## src/hdl/b2b_pkg.sv

```systemverilog
package b2b_pkg;

    localparam int WordW = 64;
    localparam int BlockWords = 16;

    typedef logic [WordW-1:0] t_word;

    typedef enum logic [2:0] {
        ST_IDLE,
        ST_COMP_INIT,
        ST_COMP_RUN,
        ST_COMP_DONE,
        ST_EMIT
    } t_state;

    typedef struct packed {
        logic       store;
        logic [3:0] store_idx;
        logic       clear_block;
        logic       restart;
        logic       add_count;
        logic [7:0] count_inc;
        logic       comp_init;
        logic       final_block;
        logic       round_step;
        logic [3:0] round;
        logic       diag;
        logic       comp_done;
    } t_cmd;

    localparam logic [0:0] RegDigestLen = 1'd0;
    localparam logic [0:0] RegKeyLen    = 1'd1;

    localparam t_word HashIv [8] = '{
        64'h6a09e667f3bcc908, 64'hbb67ae8584caa73b,
        64'h3c6ef372fe94f82b, 64'ha54ff53a5f1d36f1,
        64'h510e527fade682d1, 64'h9b05688c2b3e6c1f,
        64'h1f83d9abfb41bd6b, 64'h5be0cd19137e2179
    };

    localparam logic [31:0] ParamBase = 32'h01010000;

    localparam logic [3:0] Sigma [10][16] = '{
        '{4'd0, 4'd1, 4'd2, 4'd3, 4'd4, 4'd5, 4'd6, 4'd7,
          4'd8, 4'd9, 4'd10, 4'd11, 4'd12, 4'd13, 4'd14, 4'd15},
        '{4'd14, 4'd10, 4'd4, 4'd8, 4'd9, 4'd15, 4'd13, 4'd6,
          4'd1, 4'd12, 4'd0, 4'd2, 4'd11, 4'd7, 4'd5, 4'd3},
        '{4'd11, 4'd8, 4'd12, 4'd0, 4'd5, 4'd2, 4'd15, 4'd13,
          4'd10, 4'd14, 4'd3, 4'd6, 4'd7, 4'd1, 4'd9, 4'd4},
        '{4'd7, 4'd9, 4'd3, 4'd1, 4'd13, 4'd12, 4'd11, 4'd14,
          4'd2, 4'd6, 4'd5, 4'd10, 4'd4, 4'd0, 4'd15, 4'd8},
        '{4'd9, 4'd0, 4'd5, 4'd7, 4'd2, 4'd4, 4'd10, 4'd15,
          4'd14, 4'd1, 4'd11, 4'd12, 4'd6, 4'd8, 4'd3, 4'd13},
        '{4'd2, 4'd12, 4'd6, 4'd10, 4'd0, 4'd11, 4'd8, 4'd3,
          4'd4, 4'd13, 4'd7, 4'd5, 4'd15, 4'd14, 4'd1, 4'd9},
        '{4'd12, 4'd5, 4'd1, 4'd15, 4'd14, 4'd13, 4'd4, 4'd10,
          4'd0, 4'd7, 4'd6, 4'd3, 4'd9, 4'd2, 4'd8, 4'd11},
        '{4'd13, 4'd11, 4'd7, 4'd14, 4'd12, 4'd1, 4'd3, 4'd9,
          4'd5, 4'd0, 4'd15, 4'd4, 4'd8, 4'd6, 4'd2, 4'd10},
        '{4'd6, 4'd15, 4'd14, 4'd9, 4'd11, 4'd3, 4'd0, 4'd8,
          4'd12, 4'd2, 4'd13, 4'd7, 4'd1, 4'd4, 4'd10, 4'd5},
        '{4'd10, 4'd2, 4'd8, 4'd4, 4'd7, 4'd6, 4'd1, 4'd5,
          4'd15, 4'd11, 4'd9, 4'd14, 4'd3, 4'd12, 4'd13, 4'd0}
    };

    function automatic t_word rotr(input t_word x, input int n);
        return (x >> n) | (x << (WordW - n));
    endfunction

endpackage

```

## src/hdl/b2b_control.sv

```systemverilog
module b2b_control
    import b2b_pkg::*;
(
    input  logic       i_clk,
    input  logic       i_rst_n,
    input  logic       i_cfg_write,
    input  logic       i_in_valid,
    output logic       o_in_ready,
    input  logic [3:0] i_byte_count,
    input  logic       i_last_item,
    input  logic [6:0] i_dig_len,
    input  logic       i_out_ready,
    output logic       o_out_valid,
    output logic [3:0] o_out_bytes,
    output logic       o_out_last,
    output logic [2:0] o_out_idx,
    output t_cmd       o_cmd
);

    t_state r_state, n_state;
    logic [4:0] r_held, n_held;
    logic [4:0] r_step, n_step;
    logic       r_final, n_final;
    logic       r_pend_store, n_pend_store;
    logic       r_pend_last, n_pend_last;
    logic [3:0] r_pend_cnt, n_pend_cnt;
    logic [2:0] r_idx, n_idx;

    logic       acc;
    logic [3:0] cnt;
    logic [6:0] dl;
    logic [2:0] last_idx;
    logic [6:0] left;

    assign acc = i_in_valid && o_in_ready;
    assign cnt = (!i_last_item || i_byte_count > 4'd8) ? 4'd8 : i_byte_count;
    assign dl = (i_dig_len == 7'd0) ? 7'd1 : (i_dig_len > 7'd64) ? 7'd64 : i_dig_len;
    assign last_idx = 3'((dl - 7'd1) >> 3);
    assign left = dl - {1'b0, r_idx, 3'd0};
    assign o_in_ready = (r_state == ST_IDLE) && !i_cfg_write;
    assign o_out_valid = (r_state == ST_EMIT);
    assign o_out_bytes = (left > 7'd8) ? 4'd8 : left[3:0];
    assign o_out_last = (r_idx == last_idx);
    assign o_out_idx = r_idx;

    always_ff @(posedge i_clk) begin
        if (!i_rst_n) begin
            r_state <= ST_IDLE;
            r_held <= '0;
            r_step <= '0;
            r_final <= 1'b0;
            r_pend_store <= 1'b0;
            r_pend_last <= 1'b0;
            r_pend_cnt <= '0;
            r_idx <= '0;
        end else begin
            r_state <= n_state;
            r_held <= n_held;
            r_step <= n_step;
            r_final <= n_final;
            r_pend_store <= n_pend_store;
            r_pend_last <= n_pend_last;
            r_pend_cnt <= n_pend_cnt;
            r_idx <= n_idx;
        end
    end

    always_comb begin
        n_state = r_state;
        n_held = r_held;
        n_step = r_step;
        n_final = r_final;
        n_pend_store = r_pend_store;
        n_pend_last = r_pend_last;
        n_pend_cnt = r_pend_cnt;
        n_idx = r_idx;
        o_cmd = '0;
        o_cmd.store_idx = r_held[3:0];
        o_cmd.round = r_step[4:1];
        o_cmd.diag = r_step[0];
        o_cmd.final_block = r_final;
        unique case (r_state)
            ST_IDLE: begin
                if (i_cfg_write) begin
                    o_cmd.restart = 1'b1;
                    n_held = '0;
                end else if (acc) begin
                    if (cnt != 4'd0 && r_held == 5'd16) begin
                        // full block waits until more data arrives
                        o_cmd.add_count = 1'b1;
                        o_cmd.count_inc = 8'd128;
                        n_final = 1'b0;
                        n_pend_store = 1'b1;
                        n_pend_last = i_last_item;
                        n_pend_cnt = cnt;
                        n_state = ST_COMP_INIT;
                    end else begin
                        if (cnt != 4'd0) begin
                            o_cmd.store = 1'b1;
                            n_held = r_held + 5'd1;
                        end
                        if (i_last_item) begin
                            o_cmd.add_count = 1'b1;
                            o_cmd.count_inc = {r_held, 3'b0} + {4'd0, cnt};
                            n_final = 1'b1;
                            n_pend_store = 1'b0;
                            n_state = ST_COMP_INIT;
                        end
                    end
                end
            end
            ST_COMP_INIT: begin
                o_cmd.comp_init = 1'b1;
                n_step = '0;
                n_state = ST_COMP_RUN;
            end
            ST_COMP_RUN: begin
                o_cmd.round_step = 1'b1;
                n_step = r_step + 5'd1;
                if (r_step == 5'd23) n_state = ST_COMP_DONE;
            end
            ST_COMP_DONE: begin
                o_cmd.comp_done = 1'b1;
                if (r_pend_store) begin
                    // held word goes to slot 0 of the cleared block
                    o_cmd.clear_block = 1'b1;
                    n_held = 5'd1;
                    n_pend_store = 1'b0;
                    if (r_pend_last) begin
                        o_cmd.add_count = 1'b1;
                        o_cmd.count_inc = {4'd0, r_pend_cnt};
                        n_final = 1'b1;
                        n_pend_last = 1'b0;
                        n_state = ST_COMP_INIT;
                    end else begin
                        n_state = ST_IDLE;
                    end
                end else begin
                    n_idx = '0;
                    n_state = ST_EMIT;
                end
            end
            ST_EMIT: begin
                if (i_out_ready) begin
                    n_idx = r_idx + 3'd1;
                    if (o_out_last) begin
                        o_cmd.restart = 1'b1;
                        n_held = '0;
                        n_state = ST_IDLE;
                    end
                end
            end
            default: n_state = ST_IDLE;
        endcase
    end

`ifndef SYNTHESIS
    a_held_range: assert property (@(posedge i_clk) disable iff (!i_rst_n)
        r_held <= 5'd16) else $error("held count overflow");
    a_no_accept_busy: assert property (@(posedge i_clk) disable iff (!i_rst_n)
        r_state != ST_IDLE |-> !o_in_ready) else $error("accept while busy");
    a_run_len: assert property (@(posedge i_clk) disable iff (!i_rst_n)
        r_state == ST_COMP_INIT |=> r_state == ST_COMP_RUN && r_step == 5'd0)
        else $error("compression start");
`endif

endmodule
```

## config.mk

```make
export PLATFORM = sky130hd
export DESIGN_NAME = b2b_control
export DESIGN_NICKNAME = d
export VERILOG_FILES = /design/src/hdl/b2b_pkg.sv /design/src/hdl/b2b_control.sv
export SDC_FILE = /design/constraint.sdc
export NUM_CORES = 1
export LEC_CHECK = 0
export BUFFER_PORTS_ARGS = -buffer_cell sky130_fd_sc_hd__buf_2
export CORE_AREA = 4 4 54 81
export CTS_CLUSTER_DIAMETER = 200
export CTS_CLUSTER_SIZE = 30
export DETAILED_ROUTE_END_ITERATION = 8
export DIE_AREA = 0 0 58 85
export HOLD_SLACK_MARGIN = 0.05
export PLACE_DENSITY = 0.75
export SKIP_CTS_REPAIR_TIMING = 1
export SLEW_MARGIN = 10
export SYNTH_ARGS = -nofsm -noshare
export SYNTH_HDL_FRONTEND = slang
export SYNTH_SLANG_ARGS = --single-unit
```

## constraint.sdc

```tcl
create_clock -name i_clk -period 4.3 [get_ports i_clk]
set_input_delay 0.215 -clock i_clk [delete_from_list [all_inputs] [get_ports i_clk]]
set_output_delay 0.215 -clock i_clk [all_outputs]
set_load 0.03 [all_outputs]
```

==> results.sh <==
export IMPL_grt_max_degree=25
export IMPL_coreArea_um2=3650
export IMPL_layout_cells_non_filler=308
export IMPL_cts_tree="done"
export IMPL_num_rows=27
export IMPL_async_flop_share_pct=0
export IMPL_fmax_ghz=0.390
export IMPL_drtIter0Drc=54
export IMPL_antenna_found_initial=0
export IMPL_sw_frac_of_total_pct=30.7
export IMPL_synth_common_cells="dfxtp_1 (23), nand2_1 (21), nor2_1 (17)"
export IMPL_synth_top_family_by_area="simple AND/OR/NAND/NOR gates"
export IMPL_pwr_share_comb_pct=22.6
export IMPL_met1_usage_pct=20.3
export IMPL_synthesis_area_um2=1800
export IMPL_final_nets=293
export IMPL_use_met3_pct=3.35
export IMPL_arrival_ps=2350
export IMPL_path_clk_slew_ps=80
export IMPL_synth_nets=251
export IMPL_route_detailed_drc=0
export IMPL_tns_ps=0
export IMPL_synth_simple_area_share_pct=31.2
export IMPL_cp_data_required_time_ps=4090
export IMPL_maxCapViolCount=0
export IMPL_path_cells="ha_1 -> inv_1 -> fa_1 -> nor2_1 -> nand2_1 -> a21oi_1 -> o21ai_0 -> nor3b_1 -> buf_2"
export IMPL_outcome="complete, no violations"
export IMPL_setup_violations=0
export IMPL_die_area_um2=4930
export IMPL_clock_sinks=23
export IMPL_min_period_ps=2570
export IMPL_synth_edff_count=0
export IMPL_tightest_slew_ps=561
export IMPL_num_antenna_cells=0
export IMPL_yosys_warnings=0
export IMPL_synthMuxAreaShare_pct=2.78
export IMPL_p_leak_uw=0.000967
export IMPL_cts_made_buffers=3
export IMPL_globalplace_congestion=0.853
export IMPL_synthFlopType="dfxtp_1"
export IMPL_synth_cells=224
export IMPL_endpoint_kind="primary output"
export IMPL_overflow=0
export IMPL_wl_per_cell_um=13.1
export IMPL_syn_area_per_cell_um2=8.04
export IMPL_wl_um=4030
export IMPL_ys_ff_latch=23
export IMPL_rsz0062_at_grt="no"
export IMPL_p_int_uw=323
export IMPL_busiest_layer="met2"
export IMPL_finalCritPeriodShare_pct=59.7
export IMPL_yosysMostFrequentCell="dfxtp_1"
export IMPL_clock_root_buffer="clkbuf_8"
export IMPL_p_switching_uw=143
export IMPL_dr_total_vias=1746
export IMPL_synth_distinct_cells=57
export IMPL_synth_top_cell_by_area="dfxtp_1"
export IMPL_syn_to_final_growth_pct=15.4
export IMPL_num_io_pins=52
export IMPL_post_route_cells_drive_above_1_share_pct=25.3
export IMPL_synth_compound_area_share_pct=22.5
export IMPL_peakVddDrop_mv=0.160
export IMPL_drtPass1Iterations=4
export IMPL_start_util_pct=49.3
export IMPL_fillers=372
export IMPL_clk_path_buf_depth=2
export IMPL_die_height_um=85
export IMPL_cp_slowest_cell="dfxtp_1"
export IMPL_synth_yosys_seq_area_share_pct=25.6
export IMPL_power_frac_clock_pct=28.9
export IMPL_maxSlewHeadroom_pct=62.6
export IMPL_slowest_delay_ps=440
export IMPL_hold_viol=0
export IMPL_dpl_hpwl_um=3160
export IMPL_synth_xor_area_share_pct=3.41
export IMPL_grt_usage_pct=17.6
export IMPL_detail_route_antenna_nets=0
export IMPL_met2_usage_pct=31.0
export IMPL_dp_slack_ps=1950
export IMPL_power_density_nw_per_um2=224
export IMPL_whs_ps=228
export IMPL_yosys_area_share_adder_pct=7.37
export IMPL_crit_type="reg2out"
export IMPL_detail_route_vias_per_cell=5.67
export IMPL_synth_top_area_share_pct=25.6
export IMPL_dp_cells=304
export IMPL_hold_path_class="in2reg"
export IMPL_seq_power_share_pct=48.5
export IMPL_clk_latency_ps=270
export IMPL_h_tree_depth=1
export IMPL_grt_pass1_wl_um=7040
export IMPL_die_w_um=58
export IMPL_grt_pass1_vias=1625
export IMPL_synthTopCellsByArea="dfxtp_1 (26%), ha_1 (6.3%), nand2_1 (4.4%)"
export IMPL_critPathMaxFanout=5
export IMPL_drv_slew=0
export IMPL_port_buffers=51
export IMPL_worst_slack_ps=1730
export IMPL_cp_start_kind="flip-flop"
export IMPL_fin_skew_ps=4.51
==> worst paths after layout <==
check	endpoint	start	cells past startpoint	slack (ps)
min	r_pend_cnt[2]$_SDFFE_PN0P_	i_byte_count[2]	3	230
min reg2reg	r_pend_cnt[1]$_SDFFE_PN0P_	r_pend_cnt[1]$_SDFFE_PN0P_	2	470
max reg2reg	r_held[4]$_SDFFE_PN0P_	r_state[2]$_SDFFE_PN0P_	6	2290
max	o_out_bytes[2]	o_out_idx[0]$_SDFFE_PN0P_	9	1730
==> critical path: cells and delay by family (launching register included) <==
family	cells	cell delay, ps
simple gates	3	410
flops	1	440
buf+inv	2	280
compound gates	2	370
fa+ha+maj	2	590
==> cells in the final DEF (no fill, tap or decap), types with 2 or more instances in the layout <==
| cell type | n |
|---|---|
| o21ai_0 | 10 |
| or4_1 | 3 |
| nand3_1 | 10 |
| a211oi_1 | 2 |
| inv_1 | 13 |
| nand3b_1 | 2 |
| nor2b_1 | 9 |
| a21oi_1 | 9 |
| nor2_1 | 17 |
| o211a_1 | 3 |
| dfxtp_1 | 23 |
| mux2i_1 | 5 |
| and2_1 | 4 |
| nand2_1 | 21 |
| or2_2 | 2 |
| o311a_1 | 2 |
| nor3b_1 | 4 |
| nor3_1 | 5 |
| xnor2_1 | 6 |
| or3_1 | 3 |
| clkbuf_8 | 3 |
| nand4_1 | 3 |
| a22o_1 | 4 |
| buf_2 | 51 |
| and3_1 | 6 |
| a31oi_1 | 3 |
| ha_1 | 9 |
| a21boi_0 | 5 |
==> through the flow <==
stage | util (%) | area (µm²) | total power (µW)
2_1_floorplan | - | 1800 | 307
3_3_place_gp | 55.7 | 2030 | 336
3_5_place_dp | 55.7 | 2030 | 337
4_1_cts | 57.0 | 2080 | 475
5_1_grt | 57.0 | 2080 | 495
6_report | 57.0 | 2080 | 466
==> routing by layer <==
layer | routed length [µm] | vias to the layer above
met4 | 71 | 0
met1 | 1750 | 812
met5 | 0 | -
met3 | 179 | 5
met2 | 2030 | 36
li1 | - | 893
==> power groups by stage <==
stage                     logic, µW  clock network [µW]  registers [µW]
after floorplan                79.0                   0             228
after global placement          105                   0             231
after detailed placement        106                   0             231
after CTS                       106                 142             226
after global routing            118                 150             227
final                           105                 135             226
==> logic make-up after synthesis <==
kind of cell | Yosys count
AO/OA/AOI/OAI | 52
adder cells (fa/ha/maj) | 10
AND/OR/NAND/NOR | 99
buffers and inverters | 28
multiplexers | 5
XOR/XNOR | 7
flip-flops | 23
==> state kept, by name, indices dropped and copies added, names as in the netlist <==
signal / cells
r_held: 5
r_pend_store: 1
r_pend_cnt: 4
o_out_idx: 3
r_step: 5
r_pend_last: 1
r_state: 3
r_final: 1
==> final cells by class <==
cell class / instances / area (µm²) / share of cell area [%]
multi-input combinational: 173 / 1210 / 58.3
sequential: 23 / 460 / 22.2
timing repair buffer: 51 / 255 / 12.3
tap: 43 / 53.8 / 2.59
inverter: 14 / 52.6 / 2.53
clock buffer: 4 / 45.0 / 2.17
Power figures use the tool's default switching activity.
